### src/rtl/ihex_pkg.sv
// Shared types and constants for the Intel HEX record parser.
// Holds the phase encoding, result and error codes, and the hex digit decoder.
// No dependencies.
package ihex_pkg;

  // One-hot parse phases
  typedef enum logic [9:0] {
    PH_COLON = 10'b00_0000_0001,
    PH_COUNT = 10'b00_0000_0010,
    PH_OFFHI = 10'b00_0000_0100,
    PH_OFFLO = 10'b00_0000_1000,
    PH_TYPE  = 10'b00_0001_0000,
    PH_DATA  = 10'b00_0010_0000,
    PH_CHECK = 10'b00_0100_0000,
    PH_EOL   = 10'b00_1000_0000,
    PH_DONE  = 10'b01_0000_0000,
    PH_ERROR = 10'b10_0000_0000
  } phase_t;

  // Result kinds
  localparam logic [1:0] KIND_DATA   = 2'd0;
  localparam logic [1:0] KIND_FINISH = 2'd1;
  localparam logic [1:0] KIND_ERROR  = 2'd2;

  // Error codes
  localparam logic [2:0] ERR_NONE      = 3'd0;
  localparam logic [2:0] ERR_EARLY_END = 3'd1;
  localparam logic [2:0] ERR_NO_COLON  = 3'd2;
  localparam logic [2:0] ERR_BAD_HEX   = 3'd3;
  localparam logic [2:0] ERR_CHECKSUM  = 3'd4;
  localparam logic [2:0] ERR_BAD_LEN04 = 3'd5;
  localparam logic [2:0] ERR_BAD_TYPE  = 3'd6;
  localparam logic [2:0] ERR_BAD_EOL   = 3'd7;

  // Record types
  localparam logic [7:0] REC_DATA = 8'h00;
  localparam logic [7:0] REC_EOF  = 8'h01;
  localparam logic [7:0] REC_ELA  = 8'h04;

  // Characters
  localparam logic [7:0] CHAR_COLON = 8'h3a;
  localparam logic [7:0] CHAR_LF    = 8'h0a;

  typedef struct packed {
    logic       ok;
    logic [3:0] value;
  } hex_digit_t;

  // ASCII hex digit, either case
  function automatic hex_digit_t hex_decode(input logic [7:0] c);
    hex_digit_t d;
    logic [7:0] diff;
    d.ok    = 1'b0;
    d.value = 4'h0;
    diff    = 8'h00;
    if (c inside {[8'h30:8'h39]}) begin
      diff    = c - 8'h30;
      d.ok    = 1'b1;
      d.value = diff[3:0];
    end else if (c inside {[8'h61:8'h66]}) begin
      diff    = c - 8'h57;
      d.ok    = 1'b1;
      d.value = diff[3:0];
    end else if (c inside {[8'h41:8'h46]}) begin
      diff    = c - 8'h37;
      d.ok    = 1'b1;
      d.value = diff[3:0];
    end
    return d;
  endfunction

endpackage

### src/rtl/intel_hex_record_parser_top.sv
// Intel HEX record parser, top level: character decoder, record state and
// result register. Depends on ihex_pkg.
//
//  channel  | handshake            | payload
//  ---------+----------------------+--------------------------------------------
//  source   | src_valid/src_stall  | character[7:0], end_of_input
//  result   | res_valid/res_stall  | kind[1:0], address[31:0], data_byte[7:0],
//           |                      | error_code[2:0]
//
// One character per cycle while src_stall is low: each transfer updates the parse
// state in the same cycle and loads at most one result into the result register.
// A result appears on the result port the cycle after its character transfer.
// The single result register sets the limit: src_stall is high only while a
// result is held and res_stall is high.
// rst is synchronous and active high; the parser then waits for a colon.
module intel_hex_record_parser_top
  import ihex_pkg::*;
(
  input  logic        clk,
  input  logic        rst,
  // character stream
  input  logic        src_valid,
  output logic        src_stall,
  input  logic [7:0]  character,
  input  logic        end_of_input,
  // results
  output logic        res_valid,
  input  logic        res_stall,
  output logic [1:0]  kind,
  output logic [31:0] address,
  output logic [7:0]  data_byte,
  output logic [2:0]  error_code
);

  // Parse state
  phase_t      phase, phase_next;
  logic        second_nibble_pending, second_nibble_pending_next;
  logic [3:0]  upper_nibble, upper_nibble_next;
  logic [7:0]  record_length, record_length_next;
  logic [7:0]  bytes_remaining, bytes_remaining_next;
  logic [15:0] record_offset, record_offset_next;
  logic [7:0]  rec_type, rec_type_next;
  logic [7:0]  running_sum, running_sum_next;
  logic [15:0] extended_base, extended_base_next;
  logic [7:0]  first_extension_byte, first_extension_byte_next;

  // Result produced by this transfer
  logic        res_load;
  logic [1:0]  kind_next;
  logic [31:0] address_next;
  logic [7:0]  data_byte_next;
  logic [2:0]  error_code_next;

  logic        accept;
  hex_digit_t  digit;
  logic [7:0]  cur_byte;
  logic [7:0]  byte_index;
  logic [7:0]  remaining_dec;
  logic [7:0]  check_sum;

  // A transfer may load a result, so hold off while one is stuck
  assign src_stall = res_valid & res_stall;
  assign accept    = src_valid & ~src_stall;

  assign digit         = hex_decode(character);
  assign cur_byte      = {upper_nibble, digit.value};
  assign byte_index    = record_length - bytes_remaining;
  assign remaining_dec = bytes_remaining - 8'd1;
  assign check_sum     = running_sum + cur_byte;

  always_comb begin
    phase_next                 = phase;
    second_nibble_pending_next = second_nibble_pending;
    upper_nibble_next          = upper_nibble;
    record_length_next         = record_length;
    bytes_remaining_next       = bytes_remaining;
    record_offset_next         = record_offset;
    rec_type_next              = rec_type;
    running_sum_next           = running_sum;
    extended_base_next         = extended_base;
    first_extension_byte_next  = first_extension_byte;
    res_load                   = 1'b0;
    kind_next                  = KIND_DATA;
    address_next               = 32'h0;
    data_byte_next             = 8'h00;
    error_code_next            = ERR_NONE;

    if (accept && phase != PH_DONE && phase != PH_ERROR) begin
      if (end_of_input) begin
        res_load        = 1'b1;
        kind_next       = KIND_ERROR;
        error_code_next = ERR_EARLY_END;
        phase_next      = PH_ERROR;
      end else if (phase == PH_COLON) begin
        if (character != CHAR_COLON) begin
          res_load        = 1'b1;
          kind_next       = KIND_ERROR;
          error_code_next = ERR_NO_COLON;
          phase_next      = PH_ERROR;
        end else begin
          second_nibble_pending_next = 1'b0;
          phase_next                 = PH_COUNT;
        end
      end else if (phase == PH_EOL) begin
        if (character != CHAR_LF) begin
          res_load        = 1'b1;
          kind_next       = KIND_ERROR;
          error_code_next = ERR_BAD_EOL;
          phase_next      = PH_ERROR;
        end else begin
          phase_next = PH_COLON;
        end
      end else if (!digit.ok) begin
        res_load        = 1'b1;
        kind_next       = KIND_ERROR;
        error_code_next = ERR_BAD_HEX;
        phase_next      = PH_ERROR;
      end else if (!second_nibble_pending) begin
        upper_nibble_next          = digit.value;
        second_nibble_pending_next = 1'b1;
      end else begin
        second_nibble_pending_next = 1'b0;
        case (phase)
          PH_COUNT: begin
            record_length_next   = cur_byte;
            bytes_remaining_next = cur_byte;
            running_sum_next     = cur_byte;
            phase_next           = PH_OFFHI;
          end
          PH_OFFHI: begin
            record_offset_next = {cur_byte, 8'h00};
            running_sum_next   = check_sum;
            phase_next         = PH_OFFLO;
          end
          PH_OFFLO: begin
            record_offset_next = {record_offset[15:8], cur_byte};
            running_sum_next   = check_sum;
            phase_next         = PH_TYPE;
          end
          PH_TYPE: begin
            rec_type_next    = cur_byte;
            running_sum_next = check_sum;
            phase_next       = (record_length == 8'h00) ? PH_CHECK : PH_DATA;
          end
          PH_DATA: begin
            running_sum_next = check_sum;
            if (rec_type == REC_DATA) begin
              // data bytes go out before the line's checksum is seen
              res_load       = 1'b1;
              kind_next      = KIND_DATA;
              address_next   = {extended_base, 16'h0000} + {16'h0000, record_offset}
                               + {24'h000000, byte_index};
              data_byte_next = cur_byte;
            end else if (rec_type == REC_ELA) begin
              // new base is staged in record_offset until the checksum passes
              if (byte_index == 8'd0) begin
                first_extension_byte_next = cur_byte;
              end else if (byte_index == 8'd1) begin
                record_offset_next = {first_extension_byte, cur_byte};
              end
            end
            bytes_remaining_next = remaining_dec;
            if (remaining_dec == 8'h00) begin
              phase_next = PH_CHECK;
            end
          end
          PH_CHECK: begin
            if (check_sum != 8'h00) begin
              res_load        = 1'b1;
              kind_next       = KIND_ERROR;
              error_code_next = ERR_CHECKSUM;
              phase_next      = PH_ERROR;
            end else if (rec_type == REC_DATA) begin
              phase_next = PH_EOL;
            end else if (rec_type == REC_EOF) begin
              res_load   = 1'b1;
              kind_next  = KIND_FINISH;
              phase_next = PH_DONE;
            end else if (rec_type == REC_ELA) begin
              if (record_length != 8'd2) begin
                res_load        = 1'b1;
                kind_next       = KIND_ERROR;
                error_code_next = ERR_BAD_LEN04;
                phase_next      = PH_ERROR;
              end else begin
                extended_base_next = record_offset;
                phase_next         = PH_EOL;
              end
            end else begin
              res_load        = 1'b1;
              kind_next       = KIND_ERROR;
              error_code_next = ERR_BAD_TYPE;
              phase_next      = PH_ERROR;
            end
          end
          default: begin
            phase_next = phase;
          end
        endcase
      end
    end
  end

  // Parse state registers
  always_ff @(posedge clk) begin
    if (rst) begin
      phase                 <= PH_COLON;
      second_nibble_pending <= 1'b0;
      upper_nibble          <= 4'h0;
      record_length         <= 8'h00;
      bytes_remaining       <= 8'h00;
      record_offset         <= 16'h0000;
      rec_type              <= 8'h00;
      running_sum           <= 8'h00;
      extended_base         <= 16'h0000;
      first_extension_byte  <= 8'h00;
    end else begin
      phase                 <= phase_next;
      second_nibble_pending <= second_nibble_pending_next;
      upper_nibble          <= upper_nibble_next;
      record_length         <= record_length_next;
      bytes_remaining       <= bytes_remaining_next;
      record_offset         <= record_offset_next;
      rec_type              <= rec_type_next;
      running_sum           <= running_sum_next;
      extended_base         <= extended_base_next;
      first_extension_byte  <= first_extension_byte_next;
    end
  end

  // Result register: filled on a producing transfer, emptied when taken
  always_ff @(posedge clk) begin
    if (rst) begin
      res_valid <= 1'b0;
    end else if (res_load) begin
      res_valid <= 1'b1;
    end else if (!res_stall) begin
      res_valid <= 1'b0;
    end
  end

  always_ff @(posedge clk) begin
    if (res_load) begin
      kind       <= kind_next;
      address    <= address_next;
      data_byte  <= data_byte_next;
      error_code <= error_code_next;
    end
  end

`ifndef SYNTHESIS
  // Nothing is produced once parsing has finished or failed
  assert property (@(posedge clk) disable iff (rst)
    (phase == PH_DONE || phase == PH_ERROR) |-> !res_load)
    else $error("result produced after finish or error");

  // Input is held back only by a stalled, occupied result register
  assert property (@(posedge clk) disable iff (rst)
    src_stall |-> res_valid)
    else $error("source stalled with empty result register");

  // An error result leaves the parser in the error phase
  assert property (@(posedge clk) disable iff (rst)
    (res_valid && kind == KIND_ERROR) |-> phase == PH_ERROR)
    else $error("error result without error phase");

  // A finish result leaves the parser in the done phase
  assert property (@(posedge clk) disable iff (rst)
    (res_valid && kind == KIND_FINISH) |-> phase == PH_DONE)
    else $error("finish result without done phase");
`endif

endmodule

### config.mk
export PLATFORM = sky130hd
export DESIGN_NAME = intel_hex_record_parser_top
export DESIGN_NICKNAME = d
export VERILOG_FILES = /design/src/rtl/ihex_pkg.sv /design/src/rtl/intel_hex_record_parser_top.sv
export SDC_FILE = /design/constraint.sdc
export NUM_CORES = 1
export LEC_CHECK = 0
export ABC_CLOCK_PERIOD_IN_PS = 10100
export BUFFER_PORTS_ARGS = -buffer_cell sky130_fd_sc_hd__clkbuf_2
export CAP_MARGIN = 20
export CORE_MARGIN = 2
export CORE_UTILIZATION = 60
export CTS_CLUSTER_DIAMETER = 100
export CTS_CLUSTER_SIZE = 16
export DETAILED_ROUTE_END_ITERATION = 6
export HOLD_SLACK_MARGIN = 0.08
export PLACE_DENSITY = 0.8
export SYNTH_ARGS = -nofsm -noshare
export SYNTH_HDL_FRONTEND = slang
export SYNTH_SLANG_ARGS = --single-unit
### constraint.sdc
create_clock -name clk -period 10.1 [get_ports clk]
set_input_delay 1.515 -clock clk [delete_from_list [all_inputs] [get_ports clk]]
set_output_delay 1.515 -clock clk [all_outputs]
set_load 0.05 [all_outputs]
==> results of run 1 <==
-- state kept, by name, summed over array words and instances (netlist names) --
signal / flops
second_nibble_pending: 1
phase: 10
record_length: 8
bytes_remaining: 8
extended_base: 16
error_code: 3
running_sum: 8
data_byte: 8
rec_type: 8
upper_nibble: 4
record_offset: 16
address: 32
first_extension_byte: 8
kind: 2
res_valid: 1
-- power groups by stage --
stage,Sequential (W),Combinational [W],Clock [W]
after floorplan,0.000686,0.0000452,0
after global placement,0.000602,0.000161,0
after detailed placement,0.000604,0.000164,0
after CTS,0.000592,0.000165,0.000676
after global routing,0.000595,0.000178,0.000696
final,0.000591,0.000168,0.000675
-- worst max-delay path, delay by kind of cell --
family,cells,cell delay (ps)
compound gates,3,740
xor+xnor,1,170
fa+ha+maj,2,600
buf+inv,3,380
mux,1,350
simple gates,5,2180
-- area by class of cell --
type                    count  area share
inverters                  34     0.01465
multi-input cells         636      0.4879
repair buffers             66     0.04107
flip-flops and latches    133      0.3573
clock inverters            13     0.02240
well taps                 172     0.02470
clock buffers              19     0.05198
-- synthesized netlist by cell type, drive strengths merged, types with 10 or more instances --
master | instances | area share
nor4 | 10 | 0.0098
o211ai | 12 | 0.012
a21o | 11 | 0.011
or4 | 13 | 0.013
inv | 34 | 0.017
edfxtp | 45 | 0.18
clkbuf | 33 | 0.016
ha | 30 | 0.049
nor2 | 143 | 0.070
mux2i | 52 | 0.068
a21oi | 36 | 0.024
o21ai | 30 | 0.020
dfxtp | 88 | 0.23
xor2 | 31 | 0.035
nand2b | 11 | 0.0090
nand4 | 13 | 0.011
or3 | 12 | 0.0098
nand2 | 46 | 0.022
a211oi | 17 | 0.017
a22oi | 11 | 0.011
nor2b | 14 | 0.011
nand3 | 13 | 0.0085
and3 | 15 | 0.012
nor3 | 23 | 0.015
-- through the flow --
step	std cells	total power, W	instance area [sq um]
2_1_floorplan	845	0.0007310	7679
3_3_place_gp	1039	0.0007637	8040
3_5_place_dp	1039	0.0007683	8040
4_1_cts	1071	0.001433	8688
5_1_grt	1073	0.001469	8713
6_report	1073	0.001434	8713
-- worst max path at each step --
stage                     slack [ps]  cells past startpoint                             to         start
after floorplan                 4210                     14       address[0]$_SDFFCE_PP0P_  character[6]
after global placement          4070                     15     data_byte[2]$_SDFFCE_PP0P_  character[6]
after detailed placement        3810                     15       address[2]$_SDFFCE_PP0P_  character[6]
after CTS                       4270                     15      address[18]$_SDFFCE_PP0P_  character[6]
after global routing            4080                     15  extended_base[9]$_SDFFE_PP0P_  character[6]
final                           4430                     15  extended_base[9]$_SDFFE_PP0P_  character[6]
-- per-layer routing --
| layer | up-vias | wire length [um] |
|---|---|---|
| met5 | - | 0 |
| met4 | 0 | 656 |
| met3 | 61 | 1318 |
| met2 | 300 | 9225 |
| met1 | 3180 | 7944 |
| li1 | 3140 | - |
-- cell families after synthesis --
group,count (synthesis),share of synthesized area
muxes,61,0.08098
buffers and inverters,76,0.04122
AOI/OAI and AO/OA,162,0.1493
and+or+nand+nor,340,0.2208
xor gates and xnor gates,40,0.04563
adders and majority gates,33,0.05671
DFF,133,0.4054
==> impl_metrics.yaml, run 1 <==
status:
  status: "complete, no violations"
worst_setup_path:
  crit_type: "in -> reg"
  cp_slowest_stage_delay_ps: 950
  r2r_end: "address[20]$_SDFFCE_PP0P_"
  critPathMaxFanout: 16
  critPathLaunchType: "input pin"
  crit_chain: "clkbuf_2 -> or4bb_1 -> a21oi_2 -> a21oi_1 -> inv_1 -> ha_1 -> inv_1 -> fa_1 -> xnor2_1 -> nor3b_1 -> o221ai_1 -> or3_1 -> or4_1 -> mux2i_1 -> nor2_1"
  crit_path_end_kind: "flop"
  slowest_stage: "or4_1"
  cpMostUsedCell: "inv_1"
  crit_required_ps: 10380
  r2r_slack_ps: 6010
  r2r_start: "record_length[0]$_SDFFE_PP0P_"
  r2r_cells: 13
  cp.arrival_ps: 5950
clocking:
  cts-resized-gates: 0
  holdBufCountCts: 0
  insertion_delay_ps: 440
  cts_root_buffer: "clkbuf_16"
  cts.sink_count: 133
  clk_pin_slew_worst_paths_ps: 60
  cts_setup_buffers: 0
  htreeDepth: 4
  cts_tree: "yes"
  ctsLongestPathBuffers: 2
  numCtsBuffers: 17
global_route:
  grt_pass1_vias: 6513
  grt_use_met3: 0.06179
  use_met1: 0.3564
  grt_most_used_layer: "met2"
  use_met2: 0.4909
  grt_pass1_wl_um: 31060
  grt_max_degree: 102
  grt.total_usage: 0.2921
  antenna_found_initial: 0
  grt-ovfl-total: 0
synthesis:
  synth_cells: 845
  synth_warnings: 0
  ys_types: 72
  syn_nets: 891
  synth_seq_cells: 133
  synth_area_per_cell_sq_um: 9.087
  synth_edf_count: 45
  synthArstFlopShare: 0
  ys.flop_type: "dfxtp_1"
  syn-cell-area_sq_mm: 0.007679
  synth.yosys.seq_area_share: 0.4054
power_and_ir_drop:
  swShare: 0.2713
  combPwrFrac: 0.117
  p_leak_nw: 3.515
  power_frac_seq: 0.412
  power.density_mw_per_mm2: 164.5
  power_switching_w: 0.0003889
  internal-power_w: 0.001045
  clockPowerShare: 0.471
  ir_worst_vdd_mv: 0.09057
place:
  dp_hpwl_um: 13230
  io_buffers: 59
  pre_cts_slack_ps: 3810
  place.gp.congestion: 0.9324
timing:
  maxClockFrequency_mhz: 176.3
  tightest_slew_ps: 1035
  rsz0062_at_grt: "false"
  slew_headroom: 0.3075
  period_share: 0.5615
  holdWs_ps: 483.6
  fin_ws_ps: 4428
  final.setup.tns_ps: 0
  fin_worst_skew_ps: 8.227
  final_hold_viol_count: 0
  setup_viol: 0
  slew_viol_final: 0
  fin_crit_ps: 5672
drt:
  drt-initial-drc-count: 659
  wl_um: 19140
  drt_first_pass_iters: 5
  wl_per_cell_um: 17.84
  vias: 6681
  via_per_inst: 6.226
  drc_errors: 0
  drtAntennaViolNets: 0
cells_and_area:
  final_core_util: 0.6933
  multiInputGateArea_sq_mm: 0.004252
  seqCellArea_sq_mm: 0.003113
  final_cell_mix: "nor2_1, dfxtp_1, clkbuf_2, mux2i_1"
  fin_nets: 934
  final_common_cell: "nor2_1"
  layout-drive-gt1-share: 0.1465
  num-fill-cells: 949
  n_antenna_cell: 0
  area_growth_syn_to_layout_pct: 13.48
hold_path:
  worstHoldStart: "running_sum[0]$_SDFFE_PP0P_"
  whs_endpoint: "running_sum[0]$_SDFFE_PP0P_"
  hold_path.class: "reg -> reg"
  holdPathStages: 2
floorplanning:
  placementRows: 41
  core_sq_mm: 0.01257
  dieArea_sq_mm: 0.01372
  start_util: 0.6110
  fp.dieH_um: 117.1
  io_pins: 60
  die_x_um: 117.1
flow_run:
  maxCapViolCount: 0
No activity file was read; power rests on OpenSTA's default activity.
==> inputs of run 2 (changes only) <==
--- a/config.mk
+++ b/config.mk
@@ -5,16 +5,16 @@
 export SDC_FILE = /design/constraint.sdc
 export NUM_CORES = 1
 export LEC_CHECK = 0
-export ABC_CLOCK_PERIOD_IN_PS = 10100
+export ABC_CLOCK_PERIOD_IN_PS = 5200
 export BUFFER_PORTS_ARGS = -buffer_cell sky130_fd_sc_hd__clkbuf_2
 export CAP_MARGIN = 20
 export CORE_MARGIN = 2
-export CORE_UTILIZATION = 60
+export CORE_UTILIZATION = 55
 export CTS_CLUSTER_DIAMETER = 100
 export CTS_CLUSTER_SIZE = 16
 export DETAILED_ROUTE_END_ITERATION = 6
 export HOLD_SLACK_MARGIN = 0.08
-export PLACE_DENSITY = 0.8
+export PLACE_DENSITY = 0.77
 export SYNTH_ARGS = -nofsm -noshare
 export SYNTH_HDL_FRONTEND = slang
 export SYNTH_SLANG_ARGS = --single-unit
==> constraint.sdc (replaced) <==
create_clock -name clk -period 5.2 [get_ports clk]
set_input_delay 0.78 -clock clk [delete_from_list [all_inputs] [get_ports clk]]
set_output_delay 0.78 -clock clk [all_outputs]
set_load 0.05 [all_outputs]
==> run 2 against run 1 <==
Global-route usage is 3.5 points lower. Setup slack worse by 3800 ps. Clock skew up 1.4 ps. Count of clock-buffer cells in the layout grew 3. Final cell count is 1.5% higher. First-iteration DRC count is 1.1% lower. Non-clock buffer count grew 8. Via count is 2.2% lower. Clock power increased by 72%. Largest power group unchanged.
==> impl_metrics.yaml, run 2 (synthesis results as in run 1) <==
power_and_ir_drop:
  ir_worst_vdd_mv: 0.2313
  power_frac_seq: 0.436
  power_switching_w: 0.0007304
  swShare: 0.2770
  power.density_mw_per_mm2: 302.3
  internal-power_w: 0.001906
  p_leak_nw: 3.524
  clockPowerShare: 0.440
  combPwrFrac: 0.124
drt:
  drtAntennaViolNets: 0
  drt-initial-drc-count: 652
  drc_errors: 0
  vias: 6531
  wl_per_cell_um: 16.90
  wl_um: 18410
  via_per_inst: 5.997
  drt_first_pass_iters: 6
cells_and_area:
  layoutNonFillerInstCount: 1089
  multiInputGateArea_sq_mm: 0.004252
  largest_register_ffs: 32
  top_register: "address"
  num-fill-cells: 1178
  seqCellArea_sq_mm: 0.003113
  top_regs: "address x32, extended_base x16, record_offset x16"
  n_antenna_cell: 0
  final_common_cell: "nor2_1"
  final_cell_mix: "nor2_1, dfxtp_1, clkbuf_2, mux2i_1"
  fin_nets: 942
  area_growth_syn_to_layout_pct: 13.61
  layout-drive-gt1-share: 0.1540
flow_run:
  maxCapViolCount: 0
timing:
  slew_viol_final: 0
  final.setup.tns_ps: 0
  tightest_slew_ps: 1009
  setup_viol: 0
  fin_worst_skew_ps: 9.620
  slew_headroom: 0.3250
  fin_crit_ps: 4528
  final_hold_viol_count: 0
  rsz0062_at_grt: "false"
  maxClockFrequency_mhz: 220.9
  fin_ws_ps: 672.2
  period_share: 0.8707
place:
  place.gp.congestion: 0.9248
  io_buffers: 59
  dp_cells: 1057
  dp_hpwl_um: 12980
  pre_cts_slack_ps: 338.6
floorplanning:
  core_sq_mm: 0.01377
  io_pins: 60
  fp.dieH_um: 122.2
  die_x_um: 122.2
  start_util: 0.5575
  dieArea_sq_mm: 0.01492
  placementRows: 43
clocking:
  cts_root_buffer: "clkbuf_16"
  cts_tree: "yes"
  numCtsBuffers: 17
  cts_setup_buffers: 0
  insertion_delay_ps: 430
  holdBufCountCts: 0
  cts.sink_count: 133
  ctsLongestPathBuffers: 2
  clk_pin_slew_worst_paths_ps: 60
  htreeDepth: 4
  cts-resized-gates: 0
hold_path:
  hold_path.class: "reg -> reg"
worst_setup_path:
  cp_slowest_stage_delay_ps: 590
  critPathMaxFanout: 8
  crit_path_end_kind: "flop"
  cp.arrival_ps: 4710
  crit_chain: "clkbuf_2 -> inv_1 -> ha_1 -> nor3b_1 -> a311oi_4 -> a21oi_1 -> inv_1 -> ha_1 -> a21oi_1 -> o21ai_0 -> xor2_1 -> or3_1 -> o41ai_1 -> a21boi_0 -> o31a_1"
  slowest_stage: "o41ai_1"
  critPathLaunchType: "input pin"
  crit_type: "in -> reg"
  crit_required_ps: 5380
global_route:
  grt_pass1_wl_um: 29840
  grt_pass1_vias: 6009
  grt_max_degree: 46
  grt-ovfl-total: 0
  grt.total_usage: 0.2572
  antenna_found_initial: 0
status:
  status: "complete, no violations"
==> run 2: cell count changes in the layout (fill, tap and decap cells not counted), sizes merged <==
cell	change
buf	+9
bufinv	-4
clkbuf	+2
clkinv	-2
clkinvlp	+3
==> run 2: metrics by stage <==
stage | cell area [sq um] | utilization | power (W) | hold slack, ps
after floorplan | 7679 | - | 0.001420 | 450.6
after global placement | 8138 | 0.5908 | 0.001492 | 469.5
after detailed placement | 8138 | 0.5908 | 0.001496 | 478.0
after CTS | 8723 | 0.6334 | 0.002651 | 494.4
after global routing | 8723 | 0.6334 | 0.002712 | 514.5
final | 8723 | 0.6334 | 0.002637 | 488.8
==> run 2: worst max-delay path, delay by kind of cell <==
| kind | cells | cell delay [ps] |
|---|---|---|
| compound gates | 7 | 1840 |
| buf+inv | 3 | 490 |
| fa+ha+maj | 2 | 570 |
| simple gates | 2 | 840 |
| xor+xnor | 1 | 180 |
==> run 2: final cells by class <==
| class | count | area share |
|---|---|---|
| repair buffers | 74 | 0.04819 |
| clock buffers | 22 | 0.05981 |
| inverters | 34 | 0.01463 |
| clock inverters | 10 | 0.007315 |
| multi-input cells | 636 | 0.4874 |
| well taps | 180 | 0.02582 |
| flip-flops and latches | 133 | 0.3569 |
==> run 2: layer usage <==
metal  vias up  share of wire  GRT usage
met2       293           0.44     0.3862
met4         0          0.026     0.1106
li1       3163              -          -
met3        52          0.085    0.06227
met1      3023           0.45     0.3534
met5         -              0          0
==> run 2: path summary, 6_finish.rpt <==
| path | end | start | slack [ps] | cells after the start |
|---|---|---|---|---|
| setup / recovery | kind[1]$_SDFFCE_PN0P_ | character[1] | 670 | 15 |
| hold / removal | running_sum[0]$_SDFFE_PP0P_ | running_sum[0]$_SDFFE_PP0P_ | 490 | 2 |
| setup reg to reg | address[31]$_SDFFCE_PP0P_ | bytes_remaining[0]$_SDFFE_PP0P_ | 1090 | 13 |
| hold reg to reg | running_sum[0]$_SDFFE_PP0P_ | running_sum[0]$_SDFFE_PP0P_ | 490 | 2 |
==> run 2: power groups by stage <==
stage                     clock, W  combinational (W)  sequential, W
after floorplan                  0          0.0000878        0.00133
after global placement           0           0.000323        0.00117
after detailed placement         0           0.000325        0.00117
after CTS                  0.00117           0.000327        0.00115
after global routing       0.00121           0.000347        0.00115
final                      0.00116           0.000327        0.00115
